==> src/sv/plhd_pkg.sv <==
// Shared types, byte codes and address helpers for the pixel lane hit decoder.
package plhd_pkg;

  localparam int QDEPTH = 4;
  localparam int QPTR_W = $clog2(QDEPTH);
  localparam int QCNT_W = QPTR_W + 1;

  localparam int ADDR_W = 23;
  localparam int MASK_W = 8;
  localparam int OFS_W  = $clog2(MASK_W);
  localparam int HIT_W  = 16;

  localparam logic [7:0] MASK_TOP2    = 8'hC0;
  localparam logic [7:0] MASK_TOP3    = 8'hE0;
  localparam logic [7:0] MASK_NIB     = 8'hF0;
  localparam logic [7:0] SHORT_CODE   = 8'h40;
  localparam logic [7:0] LONG_CODE    = 8'h00;
  localparam logic [7:0] REGION_CODE  = 8'hC0;
  localparam logic [7:0] TRAILER_CODE = 8'hB0;
  localparam logic [7:0] EMPTY_CODE   = 8'hE0;

  typedef enum logic [1:0] {
    KIND_HIT   = 2'd0,
    KIND_DONE  = 2'd1,
    KIND_EMPTY = 2'd2,
    KIND_ERROR = 2'd3
  } plhd_kind_t;

  typedef struct packed {
    logic [MASK_W-1:0] mask;
    logic              stat;
    plhd_kind_t        kind;
    logic [7:0]        bad;
    logic [ADDR_W-1:0] addr;
    logic [7:0]        bunch;
    logic [HIT_W-1:0]  count;
  } plhd_cmd_t;

  function automatic logic [13:0] hit_x(input logic [ADDR_W-1:0] addr);
    return {addr[22:10], addr[0] ^ addr[1]};
  endfunction

  function automatic logic [8:0] hit_y(input logic [ADDR_W-1:0] addr);
    return addr[9:1];
  endfunction

endpackage

==> src/sv/pixel_lane_hit_decoder_core.sv <==
// Top level of the pixel lane hit decoder: front parser, word queue, result expander.
//
//  channel | dir | tdata (low bit up)                          | tuser | tlast
//  s_*     | in  | data_byte[7:0]                              | first | last
//  m_*     | out | pixel_x, pixel_y, bunch_counter, hit_count, | kind  | last_result
//          |     | bad_byte, pad                               |       |
//
// The front takes one byte per cycle while the 4-word queue has room.
// The back gives one result per cycle while m_tready allows; a data long third byte
// yields up to eight results (seven hits and event done), set by the hit expander.
// Reset clears parse state, queue pointers and output valid.
// A stall on m_tready holds the output word; the queue then fills and drops s_tready.
module pixel_lane_hit_decoder_core (
  input  logic        clk,
  input  logic        rst,
  input  logic        s_tvalid,
  output logic        s_tready,
  input  logic [7:0]  s_tdata,   // data_byte[7:0]
  input  logic        s_tuser,   // first
  input  logic        s_tlast,
  output logic        m_tvalid,
  input  logic        m_tready,
  output logic [55:0] m_tdata,   // pixel_x[13:0], pixel_y[22:14], bunch_counter[30:23],
                                 // hit_count[46:31], bad_byte[54:47], zero[55]
  output logic [1:0]  m_tuser,   // kind[1:0]
  output logic        m_tlast
);

  plhd_pkg::plhd_cmd_t push_cmd, head;
  logic push, q_ready, q_valid, pop;

  plhd_front u_front (
    .clk       (clk),
    .rst       (rst),
    .in_valid  (s_tvalid),
    .in_ready  (s_tready),
    .data_byte (s_tdata),
    .first     (s_tuser),
    .last      (s_tlast),
    .q_ready   (q_ready),
    .cmd_push  (push),
    .cmd       (push_cmd)
  );

  plhd_queue u_queue (
    .clk      (clk),
    .rst      (rst),
    .push     (push),
    .push_cmd (push_cmd),
    .ready    (q_ready),
    .valid    (q_valid),
    .head     (head),
    .pop      (pop)
  );

  plhd_back u_back (
    .clk      (clk),
    .rst      (rst),
    .q_valid  (q_valid),
    .q_cmd    (head),
    .q_pop    (pop),
    .m_tvalid (m_tvalid),
    .m_tready (m_tready),
    .m_tdata  (m_tdata),
    .m_tuser  (m_tuser),
    .m_tlast  (m_tlast)
  );

endmodule

==> src/sv/plhd_front.sv <==
// Front end: parses lane bytes and issues hit and status words to the queue.
module plhd_front (
  input  logic                clk,
  input  logic                rst,
  input  logic                in_valid,
  output logic                in_ready,
  input  logic [7:0]          data_byte,
  input  logic                first,
  input  logic                last,
  input  logic                q_ready,
  output logic                cmd_push,
  output plhd_pkg::plhd_cmd_t cmd
);

  typedef enum logic [2:0] {
    PH_IDLE, PH_BUNCH, PH_EBUNCH, PH_WORD, PH_SHORT2, PH_LONG2, PH_LONG3, PH_DONE
  } phase_t;

  phase_t       phase, phase_next;
  logic [3:0]   chip_id, chip_id_next;
  logic [4:0]   region, region_next;
  logic [7:0]   held_byte, held_byte_next;
  logic [13:0]  long_address, long_address_next;
  logic [plhd_pkg::HIT_W-1:0] hits_so_far, hits_so_far_next;
  logic [7:0]   bunch_reg, bunch_reg_next;
  logic         push_c;
  logic         empty;
  logic         accept;
  logic [plhd_pkg::HIT_W:0] hit_sum;

  assign in_ready = q_ready;
  assign accept   = in_valid && q_ready;
  assign cmd_push = accept && push_c;

  always_comb begin
    phase_next        = phase;
    chip_id_next      = chip_id;
    region_next       = region;
    held_byte_next    = held_byte;
    long_address_next = long_address;
    hits_so_far_next  = hits_so_far;
    bunch_reg_next    = bunch_reg;
    push_c            = 1'b0;
    cmd               = '0;
    cmd.kind          = plhd_pkg::KIND_DONE;
    empty             = (data_byte & plhd_pkg::MASK_NIB) == plhd_pkg::EMPTY_CODE;
    hit_sum           = '0;
    if (first) begin
      chip_id_next      = data_byte[3:0];
      region_next       = '0;
      hits_so_far_next  = '0;
      bunch_reg_next    = '0;
      held_byte_next    = '0;
      long_address_next = '0;
      phase_next        = empty ? PH_EBUNCH : PH_BUNCH;
      if (last) begin
        push_c     = 1'b1;
        cmd.stat   = 1'b1;
        cmd.kind   = empty ? plhd_pkg::KIND_EMPTY : plhd_pkg::KIND_DONE;
        phase_next = PH_DONE;
      end
    end else begin
      unique case (phase)
        PH_BUNCH: begin
          bunch_reg_next = data_byte;
          phase_next     = PH_WORD;
        end
        PH_EBUNCH: begin
          bunch_reg_next = data_byte;
          push_c         = 1'b1;
          cmd.stat       = 1'b1;
          cmd.kind       = plhd_pkg::KIND_EMPTY;
          phase_next     = PH_DONE;
        end
        PH_WORD: begin
          if ((data_byte & plhd_pkg::MASK_TOP2) == plhd_pkg::SHORT_CODE) begin
            held_byte_next = data_byte;
            phase_next     = PH_SHORT2;
          end else if ((data_byte & plhd_pkg::MASK_TOP2) == plhd_pkg::LONG_CODE) begin
            held_byte_next = data_byte;
            phase_next     = PH_LONG2;
          end else if ((data_byte & plhd_pkg::MASK_TOP3) == plhd_pkg::REGION_CODE) begin
            region_next = data_byte[4:0];
          end else if ((data_byte & plhd_pkg::MASK_NIB) == plhd_pkg::TRAILER_CODE) begin
            push_c     = 1'b1;
            cmd.stat   = 1'b1;
            cmd.kind   = plhd_pkg::KIND_DONE;
            phase_next = PH_DONE;
          end else begin
            push_c     = 1'b1;
            cmd.stat   = 1'b1;
            cmd.kind   = plhd_pkg::KIND_ERROR;
            cmd.bad    = data_byte;
            phase_next = PH_DONE;
          end
        end
        PH_SHORT2: begin
          push_c     = 1'b1;
          cmd.mask   = plhd_pkg::MASK_W'(1);
          cmd.addr   = {chip_id, region, held_byte[5:0], data_byte};
          phase_next = PH_WORD;
        end
        PH_LONG2: begin
          if (!last) begin
            long_address_next = {held_byte[5:0], data_byte};
            push_c            = 1'b1;
            cmd.mask          = plhd_pkg::MASK_W'(1);
            cmd.addr          = {chip_id, region, held_byte[5:0], data_byte};
            phase_next        = PH_LONG3;
          end
        end
        PH_LONG3: begin
          push_c     = |data_byte[6:0];
          cmd.mask   = {data_byte[6:0], 1'b0};
          cmd.addr   = {chip_id, region, long_address};
          phase_next = PH_WORD;
        end
        PH_IDLE, PH_DONE: begin
        end
      endcase
      if (last && phase_next != PH_DONE && phase_next != PH_IDLE) begin
        push_c     = 1'b1;
        cmd.stat   = 1'b1;
        cmd.kind   = plhd_pkg::KIND_DONE;
        phase_next = PH_DONE;
      end
      hit_sum          = {1'b0, hits_so_far} + (plhd_pkg::HIT_W + 1)'($countones(cmd.mask));
      hits_so_far_next = hit_sum[plhd_pkg::HIT_W] ? '1 : hit_sum[plhd_pkg::HIT_W-1:0];
    end
    cmd.bunch = bunch_reg_next;
    cmd.count = first ? '0 : hits_so_far;
  end

  always_ff @(posedge clk) begin
    if (rst) begin
      phase        <= PH_IDLE;
      chip_id      <= '0;
      region       <= '0;
      held_byte    <= '0;
      long_address <= '0;
      hits_so_far  <= '0;
      bunch_reg    <= '0;
    end else if (accept) begin
      phase        <= phase_next;
      chip_id      <= chip_id_next;
      region       <= region_next;
      held_byte    <= held_byte_next;
      long_address <= long_address_next;
      hits_so_far  <= hits_so_far_next;
      bunch_reg    <= bunch_reg_next;
    end
  end

endmodule

==> src/sv/plhd_queue.sv <==
// Short register queue of decoded words between front and back end.
module plhd_queue (
  input  logic                clk,
  input  logic                rst,
  input  logic                push,
  input  plhd_pkg::plhd_cmd_t push_cmd,
  output logic                ready,
  output logic                valid,
  output plhd_pkg::plhd_cmd_t head,
  input  logic                pop
);

  plhd_pkg::plhd_cmd_t mem [plhd_pkg::QDEPTH];
  logic [plhd_pkg::QPTR_W-1:0] wr_ptr, rd_ptr;
  logic [plhd_pkg::QCNT_W-1:0] fill;

  assign ready = fill != plhd_pkg::QCNT_W'(plhd_pkg::QDEPTH);
  assign valid = fill != '0;
  assign head  = mem[rd_ptr];

  always_ff @(posedge clk) begin
    if (rst) begin
      wr_ptr <= '0;
      rd_ptr <= '0;
      fill   <= '0;
    end else begin
      if (push) begin
        wr_ptr <= (wr_ptr == plhd_pkg::QPTR_W'(plhd_pkg::QDEPTH - 1)) ? '0 : wr_ptr + 1'b1;
      end
      if (pop) begin
        rd_ptr <= (rd_ptr == plhd_pkg::QPTR_W'(plhd_pkg::QDEPTH - 1)) ? '0 : rd_ptr + 1'b1;
      end
      if (push && !pop) begin
        fill <= fill + 1'b1;
      end else if (pop && !push) begin
        fill <= fill - 1'b1;
      end
    end
  end

  always_ff @(posedge clk) begin
    if (push) begin
      mem[wr_ptr] <= push_cmd;
    end
  end

endmodule

==> src/sv/plhd_back.sv <==
// Back end: expands queued words into hit and status results, one per cycle unless m_tready stalls.
module plhd_back (
  input  logic                clk,
  input  logic                rst,
  input  logic                q_valid,
  input  plhd_pkg::plhd_cmd_t q_cmd,
  output logic                q_pop,
  output logic                m_tvalid,
  input  logic                m_tready,
  output logic [55:0]         m_tdata,
  output logic [1:0]          m_tuser,
  output logic                m_tlast
);

  plhd_pkg::plhd_cmd_t cur;
  logic cur_valid;
  logic step, finish, is_hit, stat_after, end_of_word;
  logic [plhd_pkg::OFS_W-1:0]  ofs;
  logic [plhd_pkg::MASK_W-1:0] mask_after;
  logic [plhd_pkg::HIT_W-1:0]  count_after;
  logic [plhd_pkg::ADDR_W-1:0] hit_addr;

  always_comb begin
    ofs = '0;
    for (int i = plhd_pkg::MASK_W - 1; i >= 0; i--) begin
      if (cur.mask[i]) begin
        ofs = plhd_pkg::OFS_W'(i);
      end
    end
  end

  assign step        = cur_valid && (!m_tvalid || m_tready);
  assign is_hit      = |cur.mask;
  assign mask_after  = cur.mask & ~(plhd_pkg::MASK_W'(1) << ofs);
  assign stat_after  = is_hit ? cur.stat : 1'b0;
  assign count_after = !is_hit ? cur.count :
                       (&cur.count) ? cur.count : cur.count + 1'b1;
  assign hit_addr    = cur.addr + plhd_pkg::ADDR_W'(ofs);
  assign end_of_word = (mask_after == '0) && !stat_after;
  assign finish      = step && end_of_word;
  assign q_pop       = q_valid && (!cur_valid || finish);

  always_ff @(posedge clk) begin
    if (rst) begin
      cur_valid <= 1'b0;
      m_tvalid  <= 1'b0;
    end else begin
      if (q_pop) begin
        cur_valid <= 1'b1;
      end else if (finish) begin
        cur_valid <= 1'b0;
      end
      if (step) begin
        m_tvalid <= 1'b1;
      end else if (m_tready) begin
        m_tvalid <= 1'b0;
      end
    end
  end

  always_ff @(posedge clk) begin
    if (q_pop) begin
      cur <= q_cmd;
    end else if (step) begin
      cur.mask  <= mask_after;
      cur.stat  <= stat_after;
      cur.count <= count_after;
    end
    if (step) begin
      m_tuser              <= is_hit ? plhd_pkg::KIND_HIT : cur.kind;
      m_tdata[13:0]        <= is_hit ? plhd_pkg::hit_x(hit_addr) : 14'd0;
      m_tdata[22:14]       <= is_hit ? plhd_pkg::hit_y(hit_addr) : 9'd0;
      m_tdata[30:23]       <= cur.bunch;
      m_tdata[46:31]       <= count_after;
      m_tdata[54:47]       <= is_hit ? 8'd0 : cur.bad;
      m_tdata[55]          <= 1'b0;
      m_tlast              <= end_of_word;
    end
  end

endmodule

==> config.mk <==
export PLATFORM = sky130hd
export DESIGN_NAME = pixel_lane_hit_decoder_core
export DESIGN_NICKNAME = d
export VERILOG_FILES = /design/src/sv/plhd_pkg.sv /design/src/sv/pixel_lane_hit_decoder_core.sv /design/src/sv/plhd_front.sv /design/src/sv/plhd_queue.sv /design/src/sv/plhd_back.sv
export SDC_FILE = /design/constraint.sdc
export NUM_CORES = 1
export LEC_CHECK = 0
export ABC_AREA = 1
export BUFFER_PORTS_ARGS = -buffer_cell sky130_fd_sc_hd__buf_4
export CORE_UTILIZATION = 47
export DETAILED_ROUTE_END_ITERATION = 7
export PLACE_DENSITY_LB_ADDON = 0.1
export SLEW_MARGIN = 20
export SYNTH_ARGS = -nofsm -noshare
export SYNTH_HDL_FRONTEND = slang
export SYNTH_SLANG_ARGS = --single-unit
==> constraint.sdc <==
create_clock -name clk -period 8.25 [get_ports clk]
set_input_delay 2.0625 -clock clk [delete_from_list [all_inputs] [get_ports clk]]
set_output_delay 2.0625 -clock clk [all_outputs]
set_load 0.02 [all_outputs]
==> metrics, run 1 <==
status=completed; CP Data Required Time=8.75 ns; layout cells sized above 1=9.71%; Least-Margin Pin Slew=1.12 ns; reported max-cap violation count=0; worst skew pair latency=around 0.58 ns; Async SR Flop Fraction=0%; clk root buf=clkbuf_16; initial antenna violation count=0; CTS tree=built; drt wl/cell=18.7 um; DR iter-0 viols=903; WS Path Type=in2reg; post-synthesis sequential area ratio=roughly two thirds; register with the most flip-flops=u_queue.mem; final worst path period share=around 65%; Antenna diodes=0; final core utilization=between 50% and 60%; M1 GR Usage=between 30% and 40%; Inserted Clock Buffers=48; row count=73; cell area after synthesis=19100 sq um; Cell variety after synth=44; all-layer global routing usage=a little over a fifth; die area=41500 sq um; core area=39900 sq um; P&R area growth vs syn=13.0%; first-pass GRT wire length=68.1 mm; Synth Warn #=0; final setup fails=0; Gate Count Post-Synth=~1700; DR vias=12800; Inst Count DP=2270; FMAX=185 MHz; initial core utilization=48.0%; Die W=a little over 200 um; Most used DFF post-synth=edfxtp_1; nets@finish=1835; residual DRC count=0; DRT Wirelength=between 40 and 50 mm; max-slew violations=0; Max clock buf depth=3; setup repair after global routing missed its margin=false; PD cells=342 nW/um^2; Setup TNS=0 ns; Setup crit start kind=input port; hold-fix buffers at CTS=0; crit end category=flip-flop; GPL Wtd Cong=0.856; fill count=3468; CTS sink cnt=455; LEAKAGE=0.00785 uW; grt peak-use layer=met1; M2 GR Usage=between 30% and 40%; Hold Violations, Final=0; CP max FO=8; Die Span Y=204 um; post-cts sizing count=0; max_slew headroom=24.7%; Max VDD drop=0.000200 V; Ports=75; Hold Path Class=reg2reg; global route overflow=0; post-CTS setup buffer count=0; WP data arrival=a little under 6 ns; vias in the first global route=12000; Final Critical Period=5.40 ns; non-filler cells, final=2358; Top Registers=u_queue.mem (264), u_back.cur (66), u_back.m_tdata (55); PortBufs=73; Clock Skews=about 0.013 ns; largest net degree at the start of global routing=93; Mapped Avg Cell Area=between 10 and 15 sq um; H-tree lvl count=2; routing usage on met3=3.54%; ANT nets after route=0; vias per cell=5.42; Synthesized Nets=1776; post-synthesis register bit count=between 400 and 500; HPWL Detailed=between 20 and 30 mm; number of synthesized flops with an enable pin=between 300 and 400; DRT Pass-1 Iters=8; max reg flops=264; Worst-path clk slew=0.06 ns
[final timing paths]
kind	from	to	slack, ns	cells past startpoint
min	u_back.cur[20]	u_back.m_tdata[27]	0.42	0
max reg2reg	u_front.phase[2]	u_front.hits_so_far[4]	3.45	17
min reg2reg	u_back.cur[20]	u_back.m_tdata[27]	0.42	0
max	s_tdata[3]	u_front.hits_so_far[4]	2.85	16
[kinds of logic (layout without fill, tap and decap cells)]
family,count (synthesis),in the layout,share of synthesized area [%]
AO/OA/AOI/OAI,372,372,10.9
XOR/XNOR,24,24,1.10
adder cells (fa/ha/maj),25,25,1.91
buffers and inverters,233,329,4.72
flip-flops,455,455,67.9
other,1,1,0.0196
AND/OR/NAND/NOR,627,627,13.5
[synthesized netlist by cell type (3+ instances only)]
library cell,number,area share [%]
edfxtp_1,388,61
nand2_1,315,6.2
nor2_1,199,3.9
o21ai_0,157,4.1
inv_1,149,2.9
a21oi_1,112,2.9
dfxtp_1,67,7.0
clkbuf_1,66,1.3
o22ai_1,55,1.8
nor3_1,36,0.94
nand3_1,35,0.91
a32o_1,21,1.1
xor2_1,19,0.87
ha_1,18,1.2
nand4_1,15,0.49
o21ai_1,11,0.29
nor4_1,8,0.26
fa_1,7,0.73
nor3b_1,7,0.27
buf_1,5,0.098
xnor2_1,5,0.23
nand2_2,4,0.13
o21a_1,4,0.16
o21ai_2,4,0.18
a31oi_1,3,0.098
buf_2,3,0.078
[cell type report]
cell class	count	area [sq um]	area share, %
Sequential cell	455	13000	60.0
Multi-Input combinational cell	1049	5280	24.4
Clock buffer	65	1290	5.94
Timing Repair Buffer	88	706	3.26
Tap cell	525	657	3.03
Inverter	154	583	2.69
Clock inverter	22	134	0.619
[where the power goes]
group | internal, uW | total, uW | switching [uW]
Combinational | 632 | 2060 | 1430
Sequential | 3120 | 3350 | 232
Clock | 1120 | 1980 | 857
[cells in the final DEF, fill, tap and decap left out, drive strengths merged, types with 38 or more instances in the layout]
cell,count
a21oi,112
buf,88
clkbuf,65
dfxtp,67
edfxtp,388
inv,152
nand2,320
nor2,203
nor3,38
o21ai,172
o22ai,55
[stage by stage]
step                setup slack (ns)  area (sq um)  hold WS (ns)  power (uW)
finish                          2.85         21600         0.420        7390
global placement                2.33         20200         0.406        5440
detailed placement              2.26         20200         0.407        5470
global route                    2.47         21600         0.426        7800
floorplan                       1.89         19100         0.400        4760
CTS                             2.87         21600         0.421        7460
[routing by layer]
| layer | vias to the layer above | part of all wire, % | wire length [um] |
|---|---|---|---|
| met3 | 67 | 5.8 | 2580 |
| met1 | 6157 | 50 | 22000 |
| met5 | - | 0 | 0 |
| met4 | 0 | 2.2 | 978 |
| met2 | 360 | 42 | 18600 |
| li1 | 6186 | - | - |
[critical path: stages]
cell and delay [ns]:
buf_4 0.11, inv_1 0.25, nor2_1 0.09, ha_1 0.28, inv_1 0.05, fa_1 0.54, fa_1 0.44, fa_1 0.37
inv_1 0.10, fa_1 0.21, a31oi_1 0.14, nor3_2 0.37, nand4_1 0.22, nor2_1 0.37, o21ai_0 0.15, a21oi_1 0.14
(Power assumes the default switching activity.)
==> run 2, diff against run 1 <==
Clock period 8.25 ns to 5.6 ns, I/O delays scaled along.
==> metrics, run 2 (synthesis gave the netlist of run 1 again) <==
PD cells=517 nW/um^2 (+51%); P&R area growth vs syn=15.3%; WHS Path Cells=0 (unchanged); Hold Violations, Final=0 (unchanged); worst reg2reg endpoint=u_front.hits_so_far[2]; Worst R2R Start=u_front.phase[2]; post-place instance area=20400 sq um (+0.83%); hold-fix buffers at CTS=0 (unchanged); Register-to-Register Path Depth=17 (unchanged); drt wl/cell=18.6 um (-0.68%); first-pass GRT wire length=68.3 mm (+0.28%); FMAX=between 200 and 250 MHz; post-cts sizing count=0 (unchanged); vias per cell=5.40 (-0.33%); GPL Wtd Cong=0.878 (+2.6%); Max VDD drop=0.000301 V (+50%); Top Registers=u_queue.mem (264), u_back.cur (66), u_back.m_tdata (55); Die Span Y=204 um (unchanged); Hold Path Sink=u_back.m_tdata[23]; Final Critical Period=4.78 ns; setup repair after global routing missed its margin=false; status=completed; max reg flops=264 (unchanged); pre-CTS setup slack=0.326 ns (-1.93 ns); max_slew headroom=42.9% (+18 points); R2R Setup Slk=0.82 ns (-2.63 ns); CP max FO=16 (+8); HPWL Detailed=28.4 mm (+2.0%); ANT nets after route=0 (unchanged); initial core utilization=48.0% (unchanged); HP Start=u_back.cur[16]; largest net degree at the start of global routing=73 (-22%); Max clock buf depth=3 (unchanged); Antenna diodes=0 (unchanged); all-layer global routing usage=21.6% (about the same); register with the most flip-flops=u_queue.mem; Ports=75 (unchanged); Hold Path Class=reg2reg; fin worst setup slack=0.824 ns (-2.03 ns); final worst path period share=85.3%; crit end category=flip-flop; Final Instance Area=22100 sq um (+2.0%); initial antenna violation count=0 (unchanged); CTS tree=built; worst skew pair latency=0.58 ns (about the same); post-CTS setup buffer count=0 (unchanged); WS Path Type=reg2reg; Least-Margin Pin Slew=0.847 ns (-0.275 ns); most common library cell in the layout ignoring fill and taps=edfxtp_1; commonest non-fill, non-tap cells in the layout=388 x edfxtp_1, 315 x nand2_1, 195 x nor2_1; max-slew violations=0 (unchanged); nets@finish=1848 (+0.71%); Setup TNS=0 ns (unchanged); CP Data Required Time=6.11 ns (-2.64 ns); clk root buf=clkbuf_16; vias in the first global route=12000 (-0.30%); fill count=3362 (-3.1%); row count=73 (unchanged); reported max-cap violation count=0 (unchanged); Worst-path clk slew=0.07 ns (about the same); CTS sink cnt=455 (unchanged); layout cells sized above 1=11.1% (+1.4 points); DR iter-0 viols=1010 (+12%); global route overflow=0 (unchanged); LEAKAGE=0.00806 uW (+2.7%); DRT Pass-1 Iters=7 (-1); DRT Wirelength=44.1 mm (-0.13%); DR vias=12800 (+0.22%); Clock Skews=0.0271 ns (+0.0142 ns); final core utilization=55.3% (+1.1 points); WP data arrival=5.29 ns (-0.61 ns); residual DRC count=0 (unchanged); die area=41500 sq um (unchanged); core area=39900 sq um (unchanged); H-tree lvl count=2 (unchanged); PortBufs=73 (unchanged); Inserted Clock Buffers=48 (unchanged); final setup fails=0 (unchanged); Die W=204 um (unchanged); Setup crit start kind=flip-flop
[run 2: cell count changes in the layout (fill, tap and decap cells not counted), moves of 3 or more]
| cell | previous run | this run |
|---|---|---|
| clkbuf_8 | 0 | 4 |
| clkinv_1 | 9 | 6 |
| clkbuf_1 | 16 | 5 |
| buf_4 | 85 | 94 |
| bufinv_16 | 1 | 10 |
| clkinvlp_4 | 1 | 4 |
| buf_12 | 2 | 7 |
[run 2: routing by layer]
metal  routed length (um)  global-route usage [%]
met5                    0                       0
met4                 1090                    6.50
met2                19100                    31.6
met1                21300                    32.7
met3                 2690                    3.78
[run 2: layout make-up]
| cell class | instances | area, sq um | area share [%] |
|---|---|---|---|
| clock buffer | 58 | 1300 | 5.89 |
| clock inverter | 29 | 402 | 1.82 |
| inverter | 154 | 583 | 2.64 |
| multi-input combinational | 1049 | 5280 | 23.9 |
| sequential | 455 | 13000 | 58.9 |
| tap | 525 | 657 | 2.98 |
| timing repair buffer | 101 | 846 | 3.83 |
[run 2: power breakdown]
group          total (uW)  internal, uW  leakage, uW  switching (uW)
Clock                3390          2110     0.000825            1280
Combinational        3120           965      0.00306            2160
Sequential           4890          4590      0.00417             300
[run 2: how the worst max path moves through the flow]
| stage | end | from | slack (ns) |
|---|---|---|---|
| 6_report | u_front.hits_so_far[2] | u_front.phase[2] | 0.82 |
| 5_1_grt | u_front.hits_so_far[2] | u_front.phase[2] | 0.38 |
| 4_1_cts | u_front.hits_so_far[2] | u_front.phase[2] | 0.87 |
| 3_5_place_dp | u_front.hits_so_far[2] | s_tdata[6] | 0.33 |
| 3_3_place_gp | u_front.hits_so_far[1] | s_tdata[5] | 0.41 |
| 2_1_floorplan | u_queue.mem[0][0] | s_tlast | -0.10 |
[run 2: critical path, stage by stage, from the launching register on]
cell	delay [ns]
dfxtp_1	0.40
inv_1	0.10
nor2_1	0.25
nand2_1	0.37
nor2_1	0.25
ha_1	0.26
inv_1	0.08
fa_1	0.41
fa_1	0.49
fa_1	0.37
inv_1	0.09
fa_1	0.21
a31oi_1	0.15
nor3_2	0.37
nand4_1	0.22
nor2_1	0.39
o21ai_0	0.15
a21oi_1	0.13
[run 2: metrics by stage]
stage / std cells / hold slack, ns / total power, uW
global placement: 2284 / 0.404 / 8030
detailed placement: 2284 / 0.408 / 8100
finish: 2371 / 0.421 / 11400
floorplan: 1737 / 0.400 / 7010
CTS: 2371 / 0.422 / 11500
global route: 2371 / 0.433 / 12000
==> run 3, diff against run 2 <==
Settings changed: MAX_ROUTING_LAYER set to met4.
==> metrics, run 3 (synthesis gave the netlist of run 1 again) <==
Least-Margin Pin Slew=0.933 ns (+0.0856 ns); status=completed; LEAKAGE=0.00809 uW (+0.42%); max-slew violations=0 (unchanged); CTS tree=built; core area=39900 sq um (unchanged); Final Critical Period=4.75 ns (-0.0209 ns); Int Power=7750 uW (+1.1%); Die W=204 um (unchanged); max_slew headroom=37.8% (-5.1 points); crit end category=flip-flop; DRT Pass-1 Iters=5 (-2); Die Span Y=204 um (unchanged); residual DRC count=0 (unchanged); Worst setup endpoint=u_front.hits_so_far[11]; max reg flops=264 (unchanged); clk root buf=clkbuf_16; GPL Wtd Cong=0.894 (+1.8%); HPWL Detailed=28.1 mm (-0.90%); drt wl/cell=18.6 um (-0.25%); Worst Setup SP=u_front.phase[2]; Psw=3750 uW (+0.41%); post-CTS setup buffer count=0 (unchanged); PD cells=520 nW/um^2 (+0.62%); most common library cell in the layout ignoring fill and taps=edfxtp_1; Worst R2R Start=u_front.phase[2]; register with the most flip-flops=u_queue.mem; CTS sink cnt=455 (unchanged); Top Registers=u_queue.mem (264), u_back.cur (66), u_back.m_tdata (55); Max clock buf depth=3 (unchanged); WS Path Type=reg2reg; largest net degree at the start of global routing=87 (+19%); PortBufs=73 (unchanged); vias per cell=5.42 (+0.50%); post-cts sizing count=0 (unchanged); row count=73 (unchanged); Hold Path Class=reg2reg; Final Instance Area=22100 sq um (+0.26%); DRT Wirelength=44.0 mm (-0.17%); Switching Share=32.6% (-0.15 points); hold-fix buffers at CTS=0 (unchanged); Clock Skews=0.0221 ns (-0.00502 ns); DR iter-0 viols=936 (-7.3%); FMAX=210 MHz (+0.44%); die area=41500 sq um (unchanged); initial antenna violation count=1 (+1); commonest non-fill, non-tap cells in the layout=388 x edfxtp_1, 315 x nand2_1, 195 x nor2_1; Inserted Clock Buffers=49 (+2.1%); R2R Setup Slk=0.85 ns (+0.02 ns); final core utilization=55.4% (+0.14 points); Setup TNS=0 ns (unchanged); Inst Count DP=2281 (-0.13%); Worst-path clk slew=0.06 ns (about the same); Register-to-Register Path Depth=19 (+2); CP Data Required Time=6.09 ns (-0.02 ns); WP data arrival=5.25 ns (-0.04 ns); Gate power share=26.6% (-0.8 points); DR vias=12900 (+0.59%); ANT nets after route=0 (unchanged); nets@finish=1846 (-0.11%); Hold Violations, Final=0 (unchanged); worst reg2reg endpoint=u_front.hits_so_far[11]; sequential power share=42.9% (about the same); H-tree lvl count=2 (unchanged); reported max-cap violation count=0 (unchanged); fin worst setup slack=0.845 ns (+0.0209 ns); non-filler cells, final=2373 (+0.084%); all-layer global routing usage=22.1% (+0.56 points); final setup fails=0 (unchanged); global route overflow=0 (unchanged); setup repair after global routing missed its margin=false; vias in the first global route=12100 (+0.81%); pre-CTS setup slack=0.336 ns (+0.0101 ns); P&R area growth vs syn=15.5%; CP max FO=16 (unchanged); first-pass GRT wire length=68.2 mm (-0.19%); post-place instance area=20300 sq um (-0.17%); Setup crit start kind=flip-flop; Ports=75 (unchanged); Max VDD drop=0.000278 V (-7.7%); initial core utilization=48.0% (unchanged); layout cells sized above 1=11.3% (+0.15 points); final worst path period share=84.9% (-0.37 points); Clock Power Share=30.5% (+0.8 points); Antenna diodes=0 (unchanged); worst skew pair latency=0.58 ns (about the same)
==> run 3: worst min-delay path by stage <==
stage                   startpoint                 end  slack (ns)  cells after the start
detailed placement  u_back.cur[19]  u_back.m_tdata[26]        0.40                      0
finish              u_back.cur[19]  u_back.m_tdata[26]        0.42                      0
global route        u_back.cur[19]  u_back.m_tdata[26]        0.43                      0
global placement    u_back.cur[20]  u_back.m_tdata[27]        0.40                      0
floorplan           u_back.cur[16]  u_back.m_tdata[23]        0.40                      0
CTS                 u_back.cur[19]  u_back.m_tdata[26]        0.42                      0
==> run 3: final cells by class <==
class | instances | area [sq um]
Clock buffer | 67 | 1430
Sequential cell | 455 | 13000
Inverter | 154 | 583
Tap cell | 525 | 657
Timing Repair Buffer | 98 | 811
Fill cell | 3431 | 17800
Multi-Input combinational cell | 1049 | 5280
Clock inverter | 25 | 367
==> run 3: per-layer routing <==
layer	part of all wire [%]	track usage [%]
met3	6.4	4.19
met1	48	31.9
met5	0	-
met4	2.4	6.55
met2	43	31.8
==> run 3: worst max-delay path, stage by stage, from the launching register on <==
cell and delay (ns):
dfxtp_1 0.40, inv_1 0.10, nor2_1 0.23, nand2_1 0.36, nor2_1 0.27, ha_1 0.26, inv_1 0.09, fa_1 0.42
fa_1 0.49, fa_1 0.37, inv_1 0.10, fa_1 0.21, a31oi_1 0.16, nor3_2 0.37, nand2_1 0.15, inv_1 0.10
nand3_1 0.26, nand3_1 0.18, nand2_1 0.06, a21oi_1 0.11
==> run 3: through the flow <==
| step | total power, uW | hold WS, ns |
|---|---|---|
| after floorplan | 7010 | 0.400 |
| final | 11500 | 0.417 |
| after global placement | 8030 | 0.404 |
| after global routing | 12100 | 0.428 |
| after CTS | 11600 | 0.419 |
| after detailed placement | 8090 | 0.405 |
==> run 3: power groups by stage <==
stage	clock network (uW)	registers [uW]	logic (uW)
after global placement	0	4990	3030
after CTS	3580	4940	3090
final	3510	4940	3060
after global routing	3710	5010	3420
after floorplan	0	5100	1910
after detailed placement	0	5010	3080
